**config.mk**
```make
export PLATFORM = sky130hd
export DESIGN_NAME = byte_stuffed_frame_transmitter_unit
export DESIGN_NICKNAME = d
export VERILOG_FILES = /design/src/hw/rtl/bsft_pkg.sv /design/src/hw/rtl/bsft_front.sv /design/src/hw/rtl/bsft_queue.sv /design/src/hw/rtl/bsft_back.sv /design/src/hw/rtl/byte_stuffed_frame_transmitter_unit.sv
export SDC_FILE = /design/constraint.sdc
export NUM_CORES = 1
export LEC_CHECK = 0
export ABC_AREA = 1
export ABC_CLOCK_PERIOD_IN_PS = 4200
export BUFFER_PORTS_ARGS = -buffer_cell sky130_fd_sc_hd__buf_2
export CAP_MARGIN = 20
export CORE_ASPECT_RATIO = 1.5
export CORE_UTILIZATION = 24
export CTS_BUF_LIST = sky130_fd_sc_hd__clkbuf_4 sky130_fd_sc_hd__clkbuf_8
export DETAILED_ROUTE_END_ITERATION = 12
export PLACE_DENSITY = 0.41
export RECOVER_POWER = 50
export SKIP_CTS_REPAIR_TIMING = 1
export SYNTH_ARGS = -nofsm -noshare
export SYNTH_HDL_FRONTEND = slang
export SYNTH_SLANG_ARGS = --single-unit
```
**constraint.sdc**
```tcl
create_clock -name clk_i -period 4.2 [get_ports clk_i]
set_input_delay 0.21 -clock clk_i [delete_from_list [all_inputs] [get_ports clk_i]]
set_output_delay 0.21 -clock clk_i [all_outputs]
set_load 0.005 [all_outputs]
```
**src/hw/rtl/bsft_pkg.sv**
```systemverilog
package bsft_pkg;

  localparam logic [7:0]  FlagOctet = 8'h7E;
  localparam logic [7:0]  EscOctet  = 8'h7D;
  localparam logic [7:0]  EscFlip   = 8'h20;
  localparam logic [15:0] CrcStart  = 16'hFFFF;

  // Job queue between front and back (depth kept a power of two).
  localparam int unsigned QDepth = 2;
  localparam int unsigned QPtrW  = $clog2(QDepth);
  localparam int unsigned QCntW  = $clog2(QDepth + 1);

  typedef struct packed {
    logic [7:0] data_byte;
    logic       last_byte;
  } in_req_t;

  typedef struct packed {
    logic [7:0] line_byte;
    logic       run_last;
    logic       frame_end;
  } out_req_t;

  // One classified payload byte, ready for the line sequencer.
  typedef struct packed {
    logic [7:0]  data_byte;
    logic        last_byte;
    logic        open_frame;
    logic [15:0] crc;
  } job_t;

  typedef enum logic [3:0] {
    PH_HEAD,
    PH_OPEN,
    PH_DATA,
    PH_DATA_X,
    PH_CRCH,
    PH_CRCH_X,
    PH_CRCL,
    PH_CRCL_X,
    PH_CLOSE
  } phase_e;

  // CRC-16/CCITT, polynomial 0x1021, one byte MSB first.
  function automatic logic [15:0] crc_update(logic [15:0] crc, logic [7:0] b);
    logic [7:0] x;
    x = crc[15:8] ^ b;
    x = x ^ {4'b0000, x[7:4]};
    return {crc[7:0], 8'h00} ^ {x[3:0], 12'h000} ^ {3'b000, x, 5'b00000}
           ^ {8'h00, x};
  endfunction

  function automatic logic needs_escape(logic [7:0] b);
    return (b == FlagOctet) || (b == EscOctet);
  endfunction

endpackage

```
**src/hw/rtl/bsft_front.sv**
```systemverilog
module bsft_front (
  input  logic              clk_i,
  input  logic              rst_ni,
  input  logic              in_valid_i,
  output logic              in_ready_o,
  input  bsft_pkg::in_req_t in_data_i,
  output logic              push_o,
  output bsft_pkg::job_t    push_job_o,
  input  logic              full_i
);

  logic        inside_q, inside_d;
  logic [15:0] crc_q, crc_d;
  logic [15:0] crc_base, crc_new;

  assign in_ready_o = !full_i;
  assign push_o     = in_valid_i && !full_i;

  // A closed frame restarts the CRC on its first byte.
  assign crc_base = inside_q ? crc_q : bsft_pkg::CrcStart;
  assign crc_new  = bsft_pkg::crc_update(crc_base, in_data_i.data_byte);

  always_comb begin
    push_job_o.data_byte  = in_data_i.data_byte;
    push_job_o.last_byte  = in_data_i.last_byte;
    push_job_o.open_frame = !inside_q;
    push_job_o.crc        = crc_new;
    inside_d = inside_q;
    crc_d    = crc_q;
    if (push_o) begin
      inside_d = !in_data_i.last_byte;
      crc_d    = in_data_i.last_byte ? bsft_pkg::CrcStart : crc_new;
    end
  end

  always_ff @(posedge clk_i or negedge rst_ni) begin
    if (!rst_ni) begin
      inside_q <= 1'b0;
      crc_q    <= bsft_pkg::CrcStart;
    end else begin
      inside_q <= inside_d;
      crc_q    <= crc_d;
    end
  end

endmodule

```
**src/hw/rtl/bsft_queue.sv**
```systemverilog
module bsft_queue (
  input  logic           clk_i,
  input  logic           rst_ni,
  input  logic           push_i,
  input  bsft_pkg::job_t push_job_i,
  output logic           full_o,
  input  logic           pop_i,
  output logic           empty_o,
  output bsft_pkg::job_t head_o
);

  bsft_pkg::job_t                  entries_q [bsft_pkg::QDepth];
  logic [bsft_pkg::QPtrW-1:0]      wr_ptr_q, rd_ptr_q;
  logic [bsft_pkg::QCntW-1:0]      count_q;

  assign full_o  = (count_q == bsft_pkg::QCntW'(bsft_pkg::QDepth));
  assign empty_o = (count_q == '0);
  assign head_o  = entries_q[rd_ptr_q];

  always_ff @(posedge clk_i) begin
    if (push_i) begin
      entries_q[wr_ptr_q] <= push_job_i;
    end
  end

  always_ff @(posedge clk_i or negedge rst_ni) begin
    if (!rst_ni) begin
      wr_ptr_q <= '0;
      rd_ptr_q <= '0;
      count_q  <= '0;
    end else begin
      if (push_i) begin
        wr_ptr_q <= wr_ptr_q + bsft_pkg::QPtrW'(1);
      end
      if (pop_i) begin
        rd_ptr_q <= rd_ptr_q + bsft_pkg::QPtrW'(1);
      end
      if (push_i && !pop_i) begin
        count_q <= count_q + bsft_pkg::QCntW'(1);
      end else if (pop_i && !push_i) begin
        count_q <= count_q - bsft_pkg::QCntW'(1);
      end
    end
  end

endmodule

```
**src/hw/rtl/bsft_back.sv**
```systemverilog
module bsft_back (
  input  logic               clk_i,
  input  logic               rst_ni,
  input  logic               empty_i,
  input  bsft_pkg::job_t     head_i,
  output logic               pop_o,
  output logic               out_valid_o,
  input  logic               out_ready_i,
  output bsft_pkg::out_req_t out_data_o
);

  bsft_pkg::phase_e   state_q, state_d, phase;
  bsft_pkg::out_req_t out_q, octet;
  logic               out_valid_q;
  logic               load;
  logic               done;

  assign load = !empty_i && (!out_valid_q || out_ready_i);
  assign pop_o = load && done;
  assign out_valid_o = out_valid_q;
  assign out_data_o  = out_q;

  // A fresh queue head starts with its opening flag or straight with data.
  always_comb begin
    if (state_q == bsft_pkg::PH_HEAD) begin
      phase = head_i.open_frame ? bsft_pkg::PH_OPEN : bsft_pkg::PH_DATA;
    end else begin
      phase = state_q;
    end
  end

  always_comb begin
    octet.line_byte = bsft_pkg::FlagOctet;
    octet.frame_end = 1'b0;
    done            = 1'b0;
    state_d         = state_q;
    unique case (phase)
      bsft_pkg::PH_HEAD, bsft_pkg::PH_OPEN: begin
        state_d = bsft_pkg::PH_DATA;
      end
      bsft_pkg::PH_DATA: begin
        if (bsft_pkg::needs_escape(head_i.data_byte)) begin
          octet.line_byte = bsft_pkg::EscOctet;
          state_d         = bsft_pkg::PH_DATA_X;
        end else begin
          octet.line_byte = head_i.data_byte;
          done            = !head_i.last_byte;
          state_d         = head_i.last_byte ? bsft_pkg::PH_CRCH : bsft_pkg::PH_HEAD;
        end
      end
      bsft_pkg::PH_DATA_X: begin
        octet.line_byte = head_i.data_byte ^ bsft_pkg::EscFlip;
        done            = !head_i.last_byte;
        state_d         = head_i.last_byte ? bsft_pkg::PH_CRCH : bsft_pkg::PH_HEAD;
      end
      bsft_pkg::PH_CRCH: begin
        if (bsft_pkg::needs_escape(head_i.crc[15:8])) begin
          octet.line_byte = bsft_pkg::EscOctet;
          state_d         = bsft_pkg::PH_CRCH_X;
        end else begin
          octet.line_byte = head_i.crc[15:8];
          state_d         = bsft_pkg::PH_CRCL;
        end
      end
      bsft_pkg::PH_CRCH_X: begin
        octet.line_byte = head_i.crc[15:8] ^ bsft_pkg::EscFlip;
        state_d         = bsft_pkg::PH_CRCL;
      end
      bsft_pkg::PH_CRCL: begin
        if (bsft_pkg::needs_escape(head_i.crc[7:0])) begin
          octet.line_byte = bsft_pkg::EscOctet;
          state_d         = bsft_pkg::PH_CRCL_X;
        end else begin
          octet.line_byte = head_i.crc[7:0];
          state_d         = bsft_pkg::PH_CLOSE;
        end
      end
      bsft_pkg::PH_CRCL_X: begin
        octet.line_byte = head_i.crc[7:0] ^ bsft_pkg::EscFlip;
        state_d         = bsft_pkg::PH_CLOSE;
      end
      bsft_pkg::PH_CLOSE: begin
        octet.frame_end = 1'b1;
        done            = 1'b1;
        state_d         = bsft_pkg::PH_HEAD;
      end
      default: begin
        state_d = bsft_pkg::PH_HEAD;
      end
    endcase
    octet.run_last = done;
  end

  always_ff @(posedge clk_i) begin
    if (load) begin
      out_q <= octet;
    end
  end

  always_ff @(posedge clk_i or negedge rst_ni) begin
    if (!rst_ni) begin
      state_q     <= bsft_pkg::PH_HEAD;
      out_valid_q <= 1'b0;
    end else begin
      if (load) begin
        state_q     <= state_d;
        out_valid_q <= 1'b1;
      end else if (out_ready_i) begin
        out_valid_q <= 1'b0;
      end
    end
  end

endmodule

```
**src/hw/rtl/byte_stuffed_frame_transmitter_unit.sv**
```systemverilog
// A request's first line octet passes through the job queue and then the back's output register.
// Throughput: one line octet per cycle while out_ready_i is high; a request expands to 1 to 8
//   octets (escapes, flags, CRC), which the back sequencer emits one a cycle.
// Front accepts a request each cycle while the 2-entry job queue has room.
// Reset (rst_ni, async, active low): no frame open, CRC at 0xFFFF, queue and output empty.
module byte_stuffed_frame_transmitter_unit (
  input  logic               clk_i,
  input  logic               rst_ni,
  input  logic               in_valid_i,
  output logic               in_ready_o,
  input  bsft_pkg::in_req_t  in_data_i,
  output logic               out_valid_o,
  input  logic               out_ready_i,
  output bsft_pkg::out_req_t out_data_o
);

  // Front to queue
  logic           push;
  bsft_pkg::job_t push_job;
  logic           full;

  // Queue to back
  logic           pop;
  logic           empty;
  bsft_pkg::job_t head;

  // Front: tracks frame state, runs the CRC over payload and tags each byte
  // with whether it opens a frame, plus the CRC after it.
  bsft_front u_front (
    .clk_i      (clk_i),
    .rst_ni     (rst_ni),
    .in_valid_i (in_valid_i),
    .in_ready_o (in_ready_o),
    .in_data_i  (in_data_i),
    .push_o     (push),
    .push_job_o (push_job),
    .full_i     (full)
  );

  // Short job queue decouples request intake from line pacing.
  bsft_queue u_queue (
    .clk_i      (clk_i),
    .rst_ni     (rst_ni),
    .push_i     (push),
    .push_job_i (push_job),
    .full_o     (full),
    .pop_i      (pop),
    .empty_o    (empty),
    .head_o     (head)
  );

  // Back: walks each job through opening flag (frame start only), escaped data, and at frame end
  // escaped CRC bytes and closing flag, one octet per cycle into the output register unless out_ready_i stalls it.
  bsft_back u_back (
    .clk_i       (clk_i),
    .rst_ni      (rst_ni),
    .empty_i     (empty),
    .head_i      (head),
    .pop_o       (pop),
    .out_valid_o (out_valid_o),
    .out_ready_i (out_ready_i),
    .out_data_o  (out_data_o)
  );

endmodule

```
==> impl_results.rst, run 1 <==
.. list-table::
   :header-rows: 1

   * - Metric
     - Value
   * - Maximum operating frequency
     - 349 MHz
   * - Mapped Area
     - 0.00446 mm2
   * - Count of TritonRoute iterations in the first routing pass
     - 6
   * - Top cells by area in the synthesized netlist
     - sky130_fd_sc_hd__edfxtp_1, sky130_fd_sc_hd__nand2_1, sky130_fd_sc_hd__dfstp_2, sky130_fd_sc_hd__inv_1, sky130_fd_sc_hd__dfrtp_1
   * - Die outline height
     - 169 um
   * - Synth warn
     - 0
   * - Number of input and output port buffers inserted
     - 24
   * - CTS tree
     - yes
   * - Leakage power
     - 0.00224 uW
   * - CTS clk-pin slew, worst paths
     - 0.09 ns
   * - Share of synthesized area occupied by flip-flops and latches
     - between 50% and 60%
   * - Area grow syn2layout
     - 12.2%
   * - Post-synth EDFFs
     - 62
   * - H-tree Lvls
     - 3
   * - Number of nets with antenna violations after routing
     - 0
   * - Die area
     - 0.0191 mm2
   * - Worst Setup Path Type
     - reg2reg
   * - DIE WIDTH
     - 113 um
   * - Clock sink count
     - 88
   * - Actual transition at the worst max-transition pin
     - 1.58 ns
   * - Cell depth of the worst flop-to-flop path
     - 8
   * - Root cell of the clock tree
     - sky130_fd_sc_hd__clkbuf_8
   * - Syn Nets
     - 511
   * - Highest metal layer with signal wires
     - met4
   * - Avg Synthesized Cell Area
     - ~9 um2
   * - Max-slew headroom at the worst pin
     - -5.56%
   * - Most instantiated flip-flop cell in the synthesis netlist
     - sky130_fd_sc_hd__edfxtp_1
   * - Maximum number of pins on one net before global-route repair
     - 38
   * - Worst IR drop on VDD
     - between 0.15 and 0.2 mV
   * - Share of post-route cells with drive strength above 1
     - 11.7%
   * - Number of failing setup endpoints in the final timing report
     - 0
   * - Fin nets
     - 540
   * - P per Cell Area
     - around 740 mW/mm2
   * - Post-Route M1 WL
     - 4.17 mm
   * - Vias/cell
     - 4.08
   * - RD Place Congestion
     - a little over 0.8
   * - Leading area contributor after synthesis
     - sky130_fd_sc_hd__edfxtp_1
   * - Total length of routed met2 wires
     - roughly 5.7 mm
   * - Diodes inserted
     - 0
   * - GRT overflow
     - 0
   * - Maximum buffer depth of the clock tree
     - 2
   * - Sum of routed wire length over all layers
     - 10.4 mm
   * - Vias in the first global route
     - 3260
   * - Req. time, crit path
     - about 4.3 ns
   * - Worst Setup Start Kind
     - flip-flop
   * - Inst Count DP
     - 762
   * - DP HPWL
     - 8.13 mm
   * - Number of vias after detailed routing
     - 3176
   * - Initial Utilization
     - 24.6%
   * - Placed standard-cell area
     - approximately 0.0048 mm2
   * - Async SR Flop Fraction
     - 29.5%
   * - Combined area of the multi-input logic cells
     - 0.00151 mm2
   * - Most instantiated library cell after synthesis
     - sky130_fd_sc_hd__nand2_1
   * - Final min period
     - ~2.9 ns
   * - Final Max Slew Viols
     - 54
   * - Final worst clock skew
     - about 0.012 ns
   * - Post-route total power
     - 3720 uW
   * - Rows
     - 60
   * - Outcome
     - finished with violations
   * - Most common library cells after synthesis
     - sky130_fd_sc_hd__nand2_1, sky130_fd_sc_hd__inv_1, sky130_fd_sc_hd__edfxtp_1, sky130_fd_sc_hd__nor2_1, sky130_fd_sc_hd__nand3_1
   * - Total global-route track usage
     - roughly an eighth
   * - Initial antenna violation count
     - 0
   * - #FFs+latches synth
     - 88
   * - Number of design rule violations left after detail routing
     - 0
   * - First-pass GRT wire length
     - 17.0 mm
   * - Instance count of the mapped netlist
     - approximately 500
   * - Register area
     - approximately 0.0025 mm2
   * - Filler Cells Inserted
     - slightly below 2000
   * - Core Region
     - 0.0181 mm2
   * - Setup repair after global routing missed its margin
     - no
   * - Violations in the final reports
     - max-capacitance violations, max-slew violations
   * - Hold depth
     - 2
   * - Number of max-cap violations
     - 2
   * - Period utilization
     - 68.2%
   * - Final Instance Count excl. Fillers
     - 779
   * - Clock insertion delay at the later pin of the skew report
     - 0.36 ns
   * - WL met3
     - 255 um
   * - Post-layout util
     - 27.6%
   * - Num CTS Buffers
     - 9
   * - Initial detailed-routing violation count
     - 107
   * - Type of the tightest min-delay check
     - in2reg
   * - Post-synthesis cell type count
     - 37
   * - Design Area, Final
     - 0.00500 mm2
   * - Total Neg Setup Slack
     - 0 ns
   * - Hold Fails Final Rpt
     - 0
   * - Critical path arrival
     - 2.95 ns
   * - Worst Setup End Kind
     - flip-flop
   * - Top fanout value on the critical path
     - 15
   * - Yosys top cell area share
     - 41.8%
   * - Final routed wire length divided by cell count
     - 13.3 um
   * - Number of I/O pins
     - 25
## cells by family (layout without fill, tap and decap cells)
family | count (synthesis) | in the layout | share of synthesized area [%]
buf+inv | 93 | 127 | 9.21
compound gates | 38 | 38 | 5.05
fa+ha+maj | 1 | 1 | 0.281
simple gates | 259 | 259 | 24.8
xor+xnor | 18 | 18 | 3.87
flops | 88 | 88 | 56.8
## per-layer routing
layer | GRT usage [%] | vias up
met2 | 22.9 | 46
li1 | - | 1616
met1 | 12.1 | 1501
met4 | 5.03 | 0
met5 | 0 | -
met3 | 1.97 | 13
## through the flow
stage | setup slack [ns] | hold WS, ns
after detailed placement | 1.77 | 0.285
after global routing | 1.14 | 0.0769
after floorplan | 1.98 | -0.0856
final | 1.33 | 0.0515
after global placement | 1.80 | 0.283
after CTS | 1.75 | -0.116
## path summary, 6_finish.rpt
path                               startpoint                       to  slack, ns
setup / recovery             u_front.inside_q  u_queue.entries_q[0][8]       1.33
hold / removal                    out_ready_i       u_back.out_valid_o       0.05
setup reg to reg             u_front.inside_q  u_queue.entries_q[0][8]       1.33
hold reg to reg            u_queue.count_q[0]       u_queue.count_q[0]       0.50
max in group asynchronous              rst_ni        u_back.state_q[1]       2.50
min in group asynchronous              rst_ni       u_queue.count_q[0]       0.77
## where the power goes
group	internal [uW]	total, uW	switching [uW]	leakage (uW)
combinational	457	1550	1090	0.00126
clock	317	620	303	0.000110
sequential	1420	1550	134	0.000872
## worst max-delay path: stages (launching register included)
cell,delay (ns)
sky130_fd_sc_hd__dfrtp_1,0.58
sky130_fd_sc_hd__clkinvlp_2,0.62
sky130_fd_sc_hd__o21ai_0,0.35
sky130_fd_sc_hd__nand2_1,0.23
sky130_fd_sc_hd__inv_1,0.10
sky130_fd_sc_hd__nand2_1,0.05
sky130_fd_sc_hd__nand2_1,0.17
sky130_fd_sc_hd__xor2_1,0.35
sky130_fd_sc_hd__inv_1,0.13
## layout by cell type, fill, tap and decap left out, types with 3 or more instances in the layout
cell,instances
sky130_fd_sc_hd__inv_1,79
sky130_fd_sc_hd__edfxtp_1,62
sky130_fd_sc_hd__xor2_1,13
sky130_fd_sc_hd__clkbuf_8,11
sky130_fd_sc_hd__clkbuf_1,19
sky130_fd_sc_hd__nand2_2,3
sky130_fd_sc_hd__nor2_2,5
sky130_fd_sc_hd__nor3_1,3
sky130_fd_sc_hd__a22oi_1,3
sky130_fd_sc_hd__o21ai_1,9
sky130_fd_sc_hd__nand3_1,18
sky130_fd_sc_hd__a21oi_1,5
sky130_fd_sc_hd__o21ai_0,10
sky130_fd_sc_hd__buf_2,6
sky130_fd_sc_hd__dfrtp_1,10
sky130_fd_sc_hd__dfstp_2,16
sky130_fd_sc_hd__nand4_1,4
sky130_fd_sc_hd__xnor2_1,3
sky130_fd_sc_hd__o22ai_1,8
sky130_fd_sc_hd__nand3b_1,3
sky130_fd_sc_hd__nor2_4,3
sky130_fd_sc_hd__nor2_1,23
sky130_fd_sc_hd__nand2_1,190
## cell type report
class,instances,share of cell area [%]
multi-input cells,316,30.1
well taps,248,6.21
repair buffers,28,2.53
clock buffers,12,3.18
flip-flops and latches,88,50.7
clock inverters,4,1.05
inverters,83,6.26
## registers in the layout (all words and copies together) (netlist names)
name	flops
u_back.out_valid_o	1
u_queue.rd_ptr_q	1
u_queue.entries_q	52
u_back.out_data_o	10
u_back.state_q	4
u_queue.wr_ptr_q	1
u_front.inside_q	1
u_queue.count_q	2
u_front.crc_q	16
Note: power is estimated with default switching activity, not from simulation.
==> run 2, diff against run 1 <==
Settings changed: ABC_CLOCK_PERIOD_IN_PS 4200 to 2400, PLACE_DENSITY 0.41 to 0.43.
Clock period 4.2 ns to 2.4 ns, I/O delays scaled along.
==> run 2 against run 1 <==
- the run still ends with max-capacitance violations, max-slew violations left
- combinational power increased by 81%
- critical path depth decreased by 1
- worst setup slack got worse by 1.0 ns
- largest cell class unchanged
- non-clock buffer count increased by 12
- utilization increased by 0.45 points
- worst hold slack got worse by 0.028 ns
==> impl_results.rst, run 2 (synthesized netlist as in run 1, its figures left out) <==
.. list-table::
   :header-rows: 1

   * - Metric
     - Value
   * - Outcome
     - finished with violations (unchanged)
   * - Violations in the final reports
     - max-capacitance violations, max-slew violations (unchanged)
   * - Initial detailed-routing violation count
     - 153 (was 107)
   * - Core Region
     - 0.0181 mm2 (unchanged)
   * - Maximum operating frequency
     - 478 MHz (was 349 MHz)
   * - Share of power burned in the clock network
     - 17.2% (was 16.7%)
   * - Number of nets with antenna violations after routing
     - 0 (unchanged)
   * - Die area
     - 0.0191 mm2 (unchanged)
   * - Vias in the first global route
     - 3379 (was 3260)
   * - Initial antenna violation count
     - 0 (unchanged)
   * - Most common cell after layout, fill and taps aside
     - sky130_fd_sc_hd__nand2_1 (unchanged)
   * - Final min period
     - 2.09 ns (was 2.87 ns)
   * - Hold depth
     - 1 (was 2)
   * - Worst path slowest cell
     - sky130_fd_sc_hd__nor2_1 (was sky130_fd_sc_hd__clkinvlp_2)
   * - Cell Int Power
     - 3930 uW (was 2190 uW)
   * - Req. time, crit path
     - 2.69 ns (was 4.28 ns)
   * - P per Cell Area
     - 1310 mW/mm2 (was 744 mW/mm2)
   * - Fin nets
     - 552 (was 540)
   * - Critical path arrival
     - 2.38 ns (was 2.95 ns)
   * - Setup repair after global routing missed its margin
     - no (unchanged)
   * - Final worst clock skew
     - 0.00631 ns (was 0.0120 ns)
   * - Filler Cells Inserted
     - 1942 (was 1923)
   * - Sw frac
     - 40.9% (was 41.1%)
   * - CTS tree
     - yes (unchanged)
   * - Top library cells by usage in the layout, fill and taps aside
     - sky130_fd_sc_hd__nand2_1, sky130_fd_sc_hd__inv_1, sky130_fd_sc_hd__edfxtp_1 (unchanged)
   * - Series of cell instances along the critical path
     - inv_1 -> nand2_1 -> nand2_2 -> nor2_1 -> inv_1 -> o22ai_1 -> inv_1 (was clkinvlp_2 -> o21ai_0 -> nand2_1 -> inv_1 -> nand2_1 -> nand2_1 -> xor2_1 -> inv_1)
   * - Register name with the most flops
     - u_queue.entries_q (unchanged)
   * - Num CTS Buffers
     - 9 (unchanged)
   * - Power share of the combinational group
     - 42.1% (was 41.6%)
   * - Max-slew headroom at the worst pin
     - -4.05% (was -5.56%)
   * - Period utilization
     - 87.3% (was 68.2%)
   * - First-pass GRT wire length
     - 17.2 mm (was 17.0 mm)
   * - DIE WIDTH
     - 113 um (unchanged)
   * - Actual transition at the worst max-transition pin
     - 1.56 ns (was 1.58 ns)
   * - Relative contribution of sequential cells to total power
     - 40.7% (was 41.7%)
   * - Launch point of the critical path
     - u_queue.count_q[0] (was u_front.inside_q)
   * - Final Max Slew Viols
     - 27 (was 54)
   * - Share of post-route cells with drive strength above 1
     - 12.3% (was 11.7%)
   * - Total global-route track usage
     - 11.9% (was 11.7%)
   * - Initial Utilization
     - 24.6% (unchanged)
   * - Count of buffering cells on the critical path with inverters included
     - 3 (unchanged)
   * - Worst hold path endpoint
     - u_queue.entries_q[0][17] (was u_back.out_valid_o)
   * - Register area
     - 0.00253 mm2 (unchanged)
   * - Maximum number of pins on one net before global-route repair
     - 28 (was 38)
   * - Number of I/O pins
     - 25 (unchanged)
   * - Area grow syn2layout
     - 14.0% (was 12.2%)
   * - Number of max-cap violations
     - 1 (was 2)
   * - DP HPWL
     - 8.21 mm (was 8.13 mm)
   * - Highest cell delay on the worst timing path
     - 0.67 ns (was 0.62 ns)
   * - H-tree Lvls
     - 3 (unchanged)
   * - Vias/cell
     - 4.11 (was 4.08)
   * - Maximum buffer depth of the clock tree
     - 2 (unchanged)
   * - Worst Setup End Kind
     - flip-flop (unchanged)
   * - Leakage power
     - 0.00228 uW (was 0.00224 uW)
   * - Clock sink count
     - 88 (unchanged)
   * - Count of TritonRoute iterations in the first routing pass
     - 4 (was 6)
   * - Root cell of the clock tree
     - sky130_fd_sc_hd__clkbuf_8 (unchanged)
   * - Number of failing setup endpoints in the final timing report
     - 0 (unchanged)
   * - GRT overflow
     - 0 (unchanged)
   * - Cell depth of the worst flop-to-flop path
     - 7 (was 8)
   * - Worst Setup Start Kind
     - flip-flop (unchanged)
   * - Worst Setup Path Type
     - reg2reg (unchanged)
   * - CTS clk-pin slew, worst paths
     - 0.09 ns (about the same)
   * - Flip-flop count of the largest register after layout
     - 52 (unchanged)
   * - Combined area of the multi-input logic cells
     - 0.00148 mm2 (was 0.00151 mm2)
   * - Type of the tightest min-delay check
     - in2reg (unchanged)
   * - RD Place Congestion
     - 0.847 (was 0.814)
   * - Number of design rule violations left after detail routing
     - 0 (unchanged)
   * - Power spent charging and discharging nets
     - 2720 uW (was 1530 uW)
   * - Worst-case hold slack
     - 0.0238 ns (was 0.0515 ns)
   * - Die outline height
     - 169 um (unchanged)
   * - Crit Reg-Reg Startpoint
     - u_queue.count_q[0] (was u_front.inside_q)
   * - Rows
     - 60 (unchanged)
   * - Worst R2R End
     - u_front.crc_q[10] (was u_queue.entries_q[0][8])
   * - Crit-path leading delay family
     - simple AND/OR/NAND/NOR gates (was buffers and inverters)
   * - Hold Fails Final Rpt
     - 0 (unchanged)
   * - Total Neg Setup Slack
     - 0 ns (unchanged)
   * - Sum of routed wire length over all layers
     - 10.5 mm (was 10.4 mm)
   * - Most frequent cell on the critical path
     - sky130_fd_sc_hd__inv_1 (was sky130_fd_sc_hd__nand2_1)
   * - Number of vias after detailed routing
     - 3248 (was 3176)
   * - Number of input and output port buffers inserted
     - 24 (unchanged)
   * - Top fanout value on the critical path
     - 10 (was 15)
   * - Diodes inserted
     - 0 (unchanged)
   * - Worst IR drop on VDD
     - 0.340 mV (was 0.160 mV)
   * - FF-to-FF setup slack
     - 0.31 ns (was 1.33 ns)
   * - Final routed wire length divided by cell count
     - 13.3 um (about the same)
   * - Clock insertion delay at the later pin of the skew report
     - 0.35 ns (was 0.36 ns)
   * - Critical hold path startpoint
     - in_data_i[0] (was out_ready_i)
[run 2: cell types whose count changed in the layout (fill, tap and decap cells not counted), sizes merged]
cell,before,now
dlygate4sd3,1,5
buf,8,14
clkinv,3,2
bufinv,1,2
inv,82,83
clkinvlp,1,2
[run 2: worst max-delay path by stage]
stage | to | slack [ns] | cells after the start
finish | u_front.crc_q[10] | 0.31 | 7
global route | u_front.crc_q[10] | 0.10 | 7
CTS | u_queue.count_q[1] | 0.30 | 13
detailed placement | u_queue.count_q[1] | 0.32 | 13
global placement | u_queue.count_q[1] | 0.30 | 10
floorplan | u_queue.entries_q[1][0] | 0.18 | 4
[run 2: stage by stage]
stage	instances	utilization, %	cell area [um2]	power (uW)	worst slack (ns)
2_1_floorplan	497	-	4460	4790	0.180
3_3_place_gp	770	27.0	4880	5640	0.301
3_5_place_dp	770	27.0	4880	5650	0.323
4_1_cts	786	28.2	5100	6820	0.300
5_1_grt	791	28.1	5080	7220	0.102
6_report	791	28.1	5080	6660	0.306
[run 2: power groups by stage]
stage	registers (uW)	clock network [uW]	logic (uW)
final	2710	1140	2800
after global routing	2770	1230	3210
after CTS	2700	1190	2930
after detailed placement	2740	0	2920
after global placement	2730	0	2910
after floorplan	2700	0	2080
[run 2: cell type report]
type                            count  share of cell area [%]
Clock inverter                      6                    1.82
Multi-Input combinational cell    316                    29.2
Inverter                           83                    6.18
Sequential cell                    88                    49.9
Timing Repair Buffer               40                    4.29
Clock buffer                       10                    2.59
Tap cell                          248                    6.11
[run 2: per-layer routing]
layer | routed length, um | up-vias | global-route usage (%) | share of wire, %
li1 | - | 1645 | - | -
met1 | 4230 | 1523 | 12.5 | 40
met2 | 5650 | 60 | 22.5 | 54
met3 | 258 | 20 | 1.86 | 2.4
met4 | 398 | 0 | 6.35 | 3.8
met5 | 0 | - | 0 | 0
